`config.mk`:
```
export PLATFORM = sky130hd
export DESIGN_NAME = mbpl_lane
export DESIGN_NICKNAME = d
export VERILOG_FILES = /design/src/rtl/core/mbpl_pkg.sv /design/src/rtl/core/mbpl_lane.sv
export SDC_FILE = /design/constraint.sdc
export NUM_CORES = 2
export LEC_CHECK = 0
export BUFFER_PORTS_ARGS = -buffer_cell sky130_fd_sc_hd__buf_4
export CORE_ASPECT_RATIO = 0.9
export CORE_UTILIZATION = 60
export DETAILED_ROUTE_END_ITERATION = 7
export PLACE_DENSITY = 0.78
export SLEW_MARGIN = 0
export SYNTH_ARGS = -nofsm -noshare
export SYNTH_HDL_FRONTEND = slang
export SYNTH_SLANG_ARGS = --single-unit
export TNS_END_PERCENT = 5
```
`constraint.sdc`:
```
create_clock -name clk_i -period 13.5 [get_ports clk_i]
set_input_delay 0 -clock clk_i [delete_from_list [all_inputs] [get_ports clk_i]]
set_output_delay 0 -clock clk_i [all_outputs]
set_load 0.02 [all_outputs]
```
`src/rtl/core/mbpl_pkg.sv`:
```
// ----------------------------------------------------------------------------
// mbpl_pkg
// shared types and constants of the mix bus peak limiter
// ----------------------------------------------------------------------------
package mbpl_pkg;

  localparam int NUM_SOURCES_DEF = 4;
  localparam int MAX_SOURCES     = 4;
  localparam int SMP_W           = 24;
  localparam int GAIN_W          = 17;
  localparam int CEIL_W          = 25;
  localparam int BUS_W           = 30;
  localparam int LGAIN_W         = 25;
  localparam int PROD_W          = SMP_W + GAIN_W + 1;
  localparam int ACC_W           = PROD_W + 2;
  localparam int NUM_W           = CEIL_W + 23;
  localparam int IDX_W           = 3;

  localparam logic [GAIN_W-1:0]  MASTER_RST = 17'd16384;
  localparam logic [CEIL_W-1:0]  CEIL_RST   = 25'd14953435;
  localparam logic [LGAIN_W-1:0] UNITY_Q24  = 25'd16777216;
  localparam logic [BUS_W-1:0]   BUS_MAX    = 30'h3FFFFFFF;
  localparam logic [15:0]        RECOVER_Q24 = 16'd33554;

  localparam logic [IDX_W-1:0] REG_SRC0    = 3'd0;
  localparam logic [IDX_W-1:0] REG_SRC1    = 3'd1;
  localparam logic [IDX_W-1:0] REG_SRC2    = 3'd2;
  localparam logic [IDX_W-1:0] REG_SRC3    = 3'd3;
  localparam logic [IDX_W-1:0] REG_MASTER  = 3'd4;
  localparam logic [IDX_W-1:0] REG_CEILING = 3'd5;

  typedef enum logic [3:0] {
    S_IDLE, S_SUM, S_MST, S_MAG, S_DIV, S_DIVEND, S_REC, S_RADD, S_APP, S_OUT
  } state_e;

endpackage

```
`src/rtl/core/mbpl_lane.sv`:
```
// ----------------------------------------------------------------------------
// mbpl_lane
// one source lane: weights the stereo pair by its route gain
// ----------------------------------------------------------------------------
module mbpl_lane
  import mbpl_pkg::*;
(
  input  logic                     clk_i,
  input  logic                     en_i,
  input  logic signed [SMP_W-1:0]  left_i,
  input  logic signed [SMP_W-1:0]  right_i,
  input  logic [GAIN_W-1:0]        gain_i,
  output logic signed [PROD_W-1:0] prod_l_o,
  output logic signed [PROD_W-1:0] prod_r_o
);

  logic signed [PROD_W-1:0] prod_l_d, prod_r_d, prod_l_q, prod_r_q;
  logic signed [GAIN_W:0]   g;

  assign g        = $signed({1'b0, gain_i});
  assign prod_l_d = left_i * g;
  assign prod_r_d = right_i * g;

  always_ff @(posedge clk_i) begin
    if (en_i) begin
      prod_l_q <= prod_l_d;
      prod_r_q <= prod_r_d;
    end
  end

  assign prod_l_o = prod_l_q;
  assign prod_r_o = prod_r_q;

endmodule

```
==> results.json <==
{
  "grt_max_degree": 54,
  "synth.area.top_cells": "fa_1, inv_1, and2_1, ha_1, edfxtp_1",
  "hold_viol": 0,
  "finalCriticalPeriod_ns": 6.21,
  "clk_pin_slew_worst_paths_ns": 0.08,
  "antenna_found_initial": 1,
  "syn-cell-area_um2": 32100,
  "layout-drive-gt1-share_pct": 5.40,
  "fin_util_pct": 64.1,
  "yosys_register_bits": 84,
  "crit_arrival_ns": 6.40,
  "grtUsageMet2_pct": 49.8,
  "initial_core_util_pct": 60.7,
  "io_buffers": 150,
  "place.gp.congestion": 0.892,
  "start_kind": "primary input",
  "grt_pass1_vias": 25200,
  "gr-usage-met3_pct": 3.85,
  "cp.required_ns": 13.68,
  "postCtsSetupBuffers": 0,
  "grt_usage_pct": 28.4,
  "postSynthNetCount": 4523,
  "cts_buffers": 9,
  "drt_wl_total_mm": 70.5,
  "synth_top_cell_area_share_pct": 49.9,
  "synth_cells": 3450,
  "cap_violations": 0,
  "hold_class": "in2reg",
  "firstDrtPassIters": 5,
  "ant_nets": 0,
  "tns_ns": 0,
  "row_count": 80,
  "drcViolationCount": 0,
  "slowest_delay_ns": 0.56,
  "drt_iter0_markers": 1248,
  "path_class": "in2reg",
  "rsz0062_at_grt": "no",
  "cpMostUsedCell": "fa_1",
  "max_freq_mhz": 161,
  "ys.warnings.count": 0,
  "clk_root_buffer_cell": "clkbuf_16",
  "antenna_cells": 0,
  "synth_edf_count": 84,
  "grt-ovfl-total": 0,
  "hold_start": "left_i[0]",
  "setup.worst_path.end_class": "flop",
  "cts_sinks": 84,
  "h-tree-depth": 3,
  "core_area_um2": 53000,
  "cp_max_fo": 48,
  "yosysSeqAreaShare_pct": 7.85,
  "grt_pass1_wl_mm": 121,
  "nets": 4549,
  "n_fill_cell": 4390,
  "io_pins": 151,
  "ctsLongestPathBuffers": 2,
  "crit_slowest_cell": "fa_1",
  "yosysUniqueCellTypes": 53,
  "crit_chain": "buf_4, nand2_1, fa_1, inv_1, fa_1, inv_1, fa_1, inv_1, fa_1, fa_1, inv_1, fa_1, inv_1, ha_1, and4_1, a21oi_1, a21boi_1, o21ai_1, a21oi_1, o311ai_1, or4b_1, o311ai_0",
  "setup_viol": 0,
  "holdPathStages": 2,
  "ctsHoldBuffers": 0,
  "status": "finished clean",
  "wl_per_cell_um": 16.9,
  "via_count": 22500,
  "die_w_um": 246,
  "hpwl_mm": 55.7,
  "cts_resized": 0,
  "drv_slew": 0,
  "finalCritPeriodShare_pct": 46.0,
  "synth_async_sr_flop_share_pct": 0,
  "whs_endpoint": "prod_l_o[0]$_DFFE_PP_",
  "relSlewSlack_pct": 51.4,
  "yosysTopAreaCell": "fa_1",
  "synth_flop_cell": "edfxtp_1",
  "cts_tree": "built",
  "die_height_um": 222,
  "die_area_um2": 54500,
  "tightest_slew_ns": 0.729,
  "syn_to_final_growth_pct": 5.56,
  "avgSynthCellArea_um2": 9.32,
  "avgViaCountPerCell": 5.37,
  "grt.busiest_layer": "met2",
  "use_met1_pct": 35.2
}
-- per-layer routing --
layer | up-vias | routed length (um)
li1 | 9918 | -
met1 | 11600 | 27300
met2 | 702 | 36400
met3 | 189 | 3980
met4 | 2 | 2730
met5 | - | 13
-- placed cells by master (no fill, tap or decap), types with 32 or more instances in the layout --
cell and n:
a21o_1 32, a21oi_1 60, and2_1 413, buf_4 153
edfxtp_1 84, fa_1 802, ha_1 204, inv_1 977
nand2_1 452, nor2_1 42, xnor2_1 54
-- per-stage QoR --
step / std cells / hold WS [ns] / setup WS, ns / cell area (um^2)
floorplan: 3450 / 0.112 / 7.45 / 32100
global placement: 4162 / 0.428 / 7.09 / 33700
detailed placement: 4162 / 0.429 / 6.96 / 33700
CTS: 4178 / 0.0335 / 7.39 / 33900
global route: 4178 / 0.0624 / 6.98 / 33900
finish: 4178 / 0.0524 / 7.29 / 33900
-- cells by family (layout without fill, tap and decap cells) --
family / Yosys count / after routing / share of synthesized area [%]
AOI/OAI and AO/OA: 191 / 191 / 3.99
xor gates and xnor gates: 80 / 80 / 2.18
adders and majority gates: 1006 / 1006 / 57.9
buffers and inverters: 1115 / 1146 / 13.0
DFF: 84 / 84 / 7.85
muxes: 1 / 1 / 0.0350
and+or+nand+nor: 973 / 973 / 15.0
-- worst max-delay path, delay by kind of cell --
kind | cells | cell delay, ns
simple gates | 3 | 0.87
compound gates | 6 | 1.41
fa+ha+maj | 7 | 3.36
buf+inv | 6 | 0.72
-- layout make-up --
class	count	area, um^2	area share (%)
multi-input cells	2251	25400	75.0
inverters	977	3670	10.8
flip-flops and latches	84	2520	7.43
repair buffers	153	1150	3.38
well taps	697	872	2.57
clock buffers	9	225	0.664
clock inverters	7	58.8	0.173
-- synthesized netlist by cell type (all sizes together) (8+ instances only) --
| cell type | number |
|---|---|
| nand2b | 15 |
| o21ai | 30 |
| nor2 | 42 |
| clkbuf | 138 |
| o21a | 10 |
| a21o | 33 |
| nor3 | 8 |
| a21oi | 65 |
| xor2 | 26 |
| and2 | 413 |
| nand2 | 452 |
| nand3 | 14 |
| fa | 802 |
| xnor2 | 54 |
| ha | 204 |
| edfxtp | 84 |
| a31oi | 9 |
| inv | 977 |
-- flip-flops by register name (all words and copies together) (netlist names) --
name and count:
prod_r_o 42, prod_l_o 42
-- worst max-delay path by stage --
| stage | start | endpoint | slack, ns | cells past startpoint |
|---|---|---|---|---|
| 3_3_place_gp | gain_i[9] | prod_r_o[27]$_DFFE_PP_ | 7.09 | 22 |
| 5_1_grt | gain_i[9] | prod_r_o[27]$_DFFE_PP_ | 6.98 | 23 |
| 6_report | gain_i[9] | prod_r_o[27]$_DFFE_PP_ | 7.29 | 22 |
| 3_5_place_dp | gain_i[3] | prod_r_o[40]$_DFFE_PP_ | 6.96 | 20 |
| 4_1_cts | gain_i[3] | prod_r_o[40]$_DFFE_PP_ | 7.39 | 20 |
| 2_1_floorplan | gain_i[3] | prod_r_o[40]$_DFFE_PP_ | 7.45 | 22 |
Power is not shown: default switching activity piles up to over one toggle a cycle in this logic, so the estimate is an artifact.
