===== src/rtl/core/mbpl_pkg.sv =====
// ----------------------------------------------------------------------------
// mbpl_pkg
// shared types and constants of the mix bus peak limiter
// ----------------------------------------------------------------------------
package mbpl_pkg;

  localparam int NUM_SOURCES_DEF = 4;
  localparam int MAX_SOURCES     = 4;
  localparam int SMP_W           = 24;
  localparam int GAIN_W          = 17;
  localparam int CEIL_W          = 25;
  localparam int BUS_W           = 30;
  localparam int LGAIN_W         = 25;
  localparam int PROD_W          = SMP_W + GAIN_W + 1;
  localparam int ACC_W           = PROD_W + 2;
  localparam int NUM_W           = CEIL_W + 23;
  localparam int IDX_W           = 3;

  localparam logic [GAIN_W-1:0]  MASTER_RST = 17'd16384;
  localparam logic [CEIL_W-1:0]  CEIL_RST   = 25'd14953435;
  localparam logic [LGAIN_W-1:0] UNITY_Q24  = 25'd16777216;
  localparam logic [BUS_W-1:0]   BUS_MAX    = 30'h3FFFFFFF;
  localparam logic [15:0]        RECOVER_Q24 = 16'd33554;

  localparam logic [IDX_W-1:0] REG_SRC0    = 3'd0;
  localparam logic [IDX_W-1:0] REG_SRC1    = 3'd1;
  localparam logic [IDX_W-1:0] REG_SRC2    = 3'd2;
  localparam logic [IDX_W-1:0] REG_SRC3    = 3'd3;
  localparam logic [IDX_W-1:0] REG_MASTER  = 3'd4;
  localparam logic [IDX_W-1:0] REG_CEILING = 3'd5;

  typedef enum logic [3:0] {
    S_IDLE, S_SUM, S_MST, S_MAG, S_DIV, S_DIVEND, S_REC, S_RADD, S_APP, S_OUT
  } state_e;

endpackage


===== src/rtl/core/mbpl_div.sv =====
// ----------------------------------------------------------------------------
// mbpl_div
// restoring divider, one quotient bit per cycle
// ----------------------------------------------------------------------------
module mbpl_div
  import mbpl_pkg::*;
(
  input  logic             clk_i,
  input  logic             rst_ni,
  input  logic             start_i,
  input  logic [NUM_W-1:0] num_i,
  input  logic [BUS_W-1:0] den_i,
  output logic             busy_o,
  output logic [NUM_W-1:0] quot_o
);

  localparam int CNT_W = $clog2(NUM_W + 1);

  logic [CNT_W-1:0] cnt_q, cnt_d;
  logic [BUS_W-1:0] rem_q, rem_d, den_q;
  logic [NUM_W-1:0] shf_q, shf_d;
  logic [BUS_W:0]   trial;

  always_comb begin
    trial = {rem_q, shf_q[NUM_W-1]};
    cnt_d = cnt_q;
    rem_d = rem_q;
    shf_d = shf_q;
    if (start_i) begin
      cnt_d = CNT_W'(NUM_W);
      rem_d = '0;
      shf_d = num_i;
    end else if (cnt_q != '0) begin
      cnt_d = cnt_q - 1'b1;
      if (trial >= {1'b0, den_q}) begin
        rem_d = BUS_W'(trial - {1'b0, den_q});
        shf_d = {shf_q[NUM_W-2:0], 1'b1};
      end else begin
        rem_d = trial[BUS_W-1:0];
        shf_d = {shf_q[NUM_W-2:0], 1'b0};
      end
    end
  end

  always_ff @(posedge clk_i or negedge rst_ni) begin
    if (!rst_ni) begin
      cnt_q <= '0;
    end else begin
      cnt_q <= cnt_d;
    end
  end

  always_ff @(posedge clk_i) begin
    rem_q <= rem_d;
    shf_q <= shf_d;
    if (start_i) den_q <= den_i;
  end

  assign busy_o = (cnt_q != '0);
  assign quot_o = shf_q;

endmodule

===== config.mk =====
export PLATFORM = sky130hd
export DESIGN_NAME = mbpl_div
export DESIGN_NICKNAME = d
export VERILOG_FILES = /design/src/rtl/core/mbpl_pkg.sv /design/src/rtl/core/mbpl_div.sv
export SDC_FILE = /design/constraint.sdc
export NUM_CORES = 1
export LEC_CHECK = 0
export ABC_AREA = 1
export BUFFER_PORTS_ARGS = -buffer_cell sky130_fd_sc_hd__clkbuf_2
export CAP_MARGIN = 25
export CORE_MARGIN = 5
export CORE_UTILIZATION = 50
export CTS_CLUSTER_SIZE = 16
export DETAILED_ROUTE_END_ITERATION = 10
export GPL_ROUTABILITY_DRIVEN = 1
export PLACE_DENSITY_LB_ADDON = 0.08
export SLEW_MARGIN = 20
export SYNTH_ARGS = -nofsm -noshare
export SYNTH_HDL_FRONTEND = slang
export SYNTH_SLANG_ARGS = --single-unit

===== constraint.sdc =====
create_clock -name clk_i -period 3.9 [get_ports clk_i]
set_input_delay 0.195 -clock clk_i [delete_from_list [all_inputs] [get_ports clk_i]]
set_output_delay 0.195 -clock clk_i [all_outputs]
set_load 0.01 [all_outputs]

==> impl_metrics.toml <==
[cts]
cts_setup_buffers = 0
cts-resized-gates = 0
clkTransAtPathRegs_ps = 60
cts_buffers = 17
cts-root-buf = "clkbuf_16"
cts.htree.levels = 4
cts_tree = "done"
clk_latency_ps = 420
cts.sinks = 114
clk_path_buf_depth = 2

[floorplanning]
die_x_um = 128
start_util_pct = 50.7
rows = 43
die-area_um2 = 16500
io_pins = 130
core-area_um2 = 13800
fp.dieH_um = 128

[cells_and_area]
nets = 1254
most-common-layout-cells = "nand2_1, inv_1, clkbuf_2"
diodes = 0
synthToLayoutAreaGrowth_pct = 23.5
final_common_cell = "nand2_1"
drive_above_1_share_pct = 15.7

[global_route]
first_global_vias = 6384
antenna_found_initial = 0
grt_pass1_wl_um = 29900
grt-ovfl-total = 0
grt_max_degree = 50
grt_usage_pct = 22.6

[synthesis]
synth_top_area_cell = "edfxtp_1"
synth_top_cell_area_share_pct = 33.4
synth_ff_type = "edfxtp_1"
yosys_register_bits = 114
syn-cell-area_um2 = 7010
muxShareOfSynthArea_pct = 0
synth_area_leaders = "edfxtp_1, nand2_1, dfxtp_1, inv_1, ha_1"
synth.avg_cell_area_um2 = 7.17
synth_compound_area_share_pct = 3.50
syn-num-nets = 1092
synth_xor_area_share_pct = 1.62
synthArstFlopShare_pct = 5.26
yosys_warnings = 0
ys_seq_area_share_pct = 44.1
ys_types = 37
synth_fa_ha_area_share_pct = 6.00
postSynthCellCount = 978
synth_edf_count = 78
yosys.area_share.simple_pct = 35.1
synth_top_family_by_area = "simple AND/OR/NAND/NOR gates"

[worst_setup_path]
critPathCaptureType = "flip-flop"
setup.worst_path.start = "cnt_q[0]"
r2r-start = "cnt_q[0]"
slowest_stage = "inv_2"
cp_common_cell = "inv_1"
critPathMaxStageDelay_ps = 500
worstSetupPathType = "flip-flop to flip-flop"
crit_chain = "inv_1 > ha_1 > inv_1 > nor3_2 > nand2_1 > nor2_1 > inv_1 > nor2_2 > buf_4 > inv_2 > buf_4"
arrival_ps = 2580
start_kind = "flip-flop"
critPathRequiredTime_ps = 4010
cp_max_fo = 31

[pwr]
clkPwrFrac_pct = 25.7
swShare_pct = 41.5
switchingPower_mw = 2.28
ir_drop_mv = 0.346
internal_power_mw = 3.21
powerDensity_nw_per_um2 = 634
comb_power_share_pct = 43.7
power_frac_seq_pct = 30.6
p_leak_nw = 4.61

[sta]
whs_ps = 38.9
max_slew.worst_pin.slew_ps = 644
tns_ps = 0
finalSetupViolCount = 0
fmax_mhz = 405
rsz0062_at_grt = "no"
skew_ps = 7.88
post-route-period-util_pct = 63.3
slew_violations = 0
finalCriticalPeriod_ps = 2470
slew_headroom_pct = 57.0
hold_violations = 0

[detailed_routing]
finalWirelength_um = 17900
dr.pass1.iters = 5
vias_per_cell = 4.85
drt_iter0_drc = 521
drc_errors = 0
ant_nets = 0
num_vias = 6470
wl_per_cell_um = 13.4

[flow_run]
maxCapViolCount = 0

[min_path]
hold_path_class = "input pin to flip-flop"
worstHoldStart = "num_i[44]"

[outcome]
outcome = "complete, no violations"

[placement]
io_buffers = 129
globalplace.congestion = 0.984
hpwlAfterDp_um = 13100
## power groups by stage
stage | clock (mW) | sequential [mW] | combinational [mW]
6_report | 1.41 | 1.68 | 2.40
2_1_floorplan | 0 | 1.69 | 1.82
5_1_grt | 1.49 | 1.71 | 2.73
3_3_place_gp | 0 | 1.69 | 2.33
4_1_cts | 1.43 | 1.68 | 2.40
3_5_place_dp | 0 | 1.69 | 2.36
## flip-flops by register name, summed over array words and instances, names as in the netlist
signal / cells
cnt_q: 6
quot_o: 48
rem_q: 30
den_q: 30
## cell usage after synthesis, types with 2 or more instances
library cell	number
buf_2	2
and2_1	2
buf_4	3
nand4_1	11
buf_6	2
dfrtp_1	6
nor2_2	3
nand3b_1	7
o21ai_1	9
nand2_2	4
clkbuf_1	14
inv_2	2
dfxtp_1	30
o21bai_1	4
a21oi_2	2
o21ai_0	6
nand2_1	415
inv_1	147
a21oi_1	19
nor2_1	80
ha_1	32
nand3_1	72
edfxtp_1	78
xnor2_1	13
nor3_1	3
## worst max-delay path: cells and delay by family (launching register included)
family,cells,cell delay (ps)
DFF,1,350
and+or+nand+nor,4,240
buffers and inverters,6,1340
adders and majority gates,1,200
## worst paths after layout
| kind | end | slack [ps] | cells past startpoint |
|---|---|---|---|
| setup / recovery | quot_o[4] | 1430 | 11 |
| hold / removal | quot_o[44] | 40 | 3 |
| setup reg to reg | quot_o[4] | 1430 | 11 |
| hold reg to reg | rem_q[13] | 470 | 2 |
| max in group asynchronous | cnt_q[0] | 3610 | 2 |
| min in group asynchronous | cnt_q[5] | 140 | 2 |
## through the flow
stage | instances | instance area, um^2 | total power [mW] | util (%) | setup WS (ps)
2_1_floorplan | 978 | 7010 | 3.51 | - | 808
3_3_place_gp | 1270 | 7810 | 4.03 | 56.5 | 1440
3_5_place_dp | 1270 | 7810 | 4.05 | 56.5 | 1390
4_1_cts | 1333 | 8650 | 5.51 | 62.6 | 1390
5_1_grt | 1333 | 8650 | 5.92 | 62.6 | 1190
6_report | 1333 | 8650 | 5.49 | 62.6 | 1430
## routing by layer
layer,vias to the layer above,part of all wire (%),GRT usage [%]
li1,3376,-,-
met1,2877,47,30.1
met2,193,45,36.7
met3,24,6.4,5.81
met4,0,1.6,6.68
met5,-,0,0
## cells by family after synthesis
logic type,count (synthesis)
xor+xnor,13
compound gates,44
simple gates,602
fa+ha+maj,33
flops,114
buf+inv,172
## final cells by class
| cell class | count | area (um^2) |
|---|---|---|
| timing repair buffer | 165 | 996 |
| clock buffer | 17 | 425 |
| fill | 1323 | 5170 |
| tap | 180 | 225 |
| inverter | 150 | 563 |
| sequential | 114 | 3090 |
| multi-input combinational | 692 | 3240 |
| clock inverter | 15 | 110 |
## what timing repair did
action / in CTS / in global routing
setup endpoints to repair: 0 / 0
hold buffers: 31 / 0
hold endpoints to repair: 36 / 0
Power figures use the tool's default switching activity.
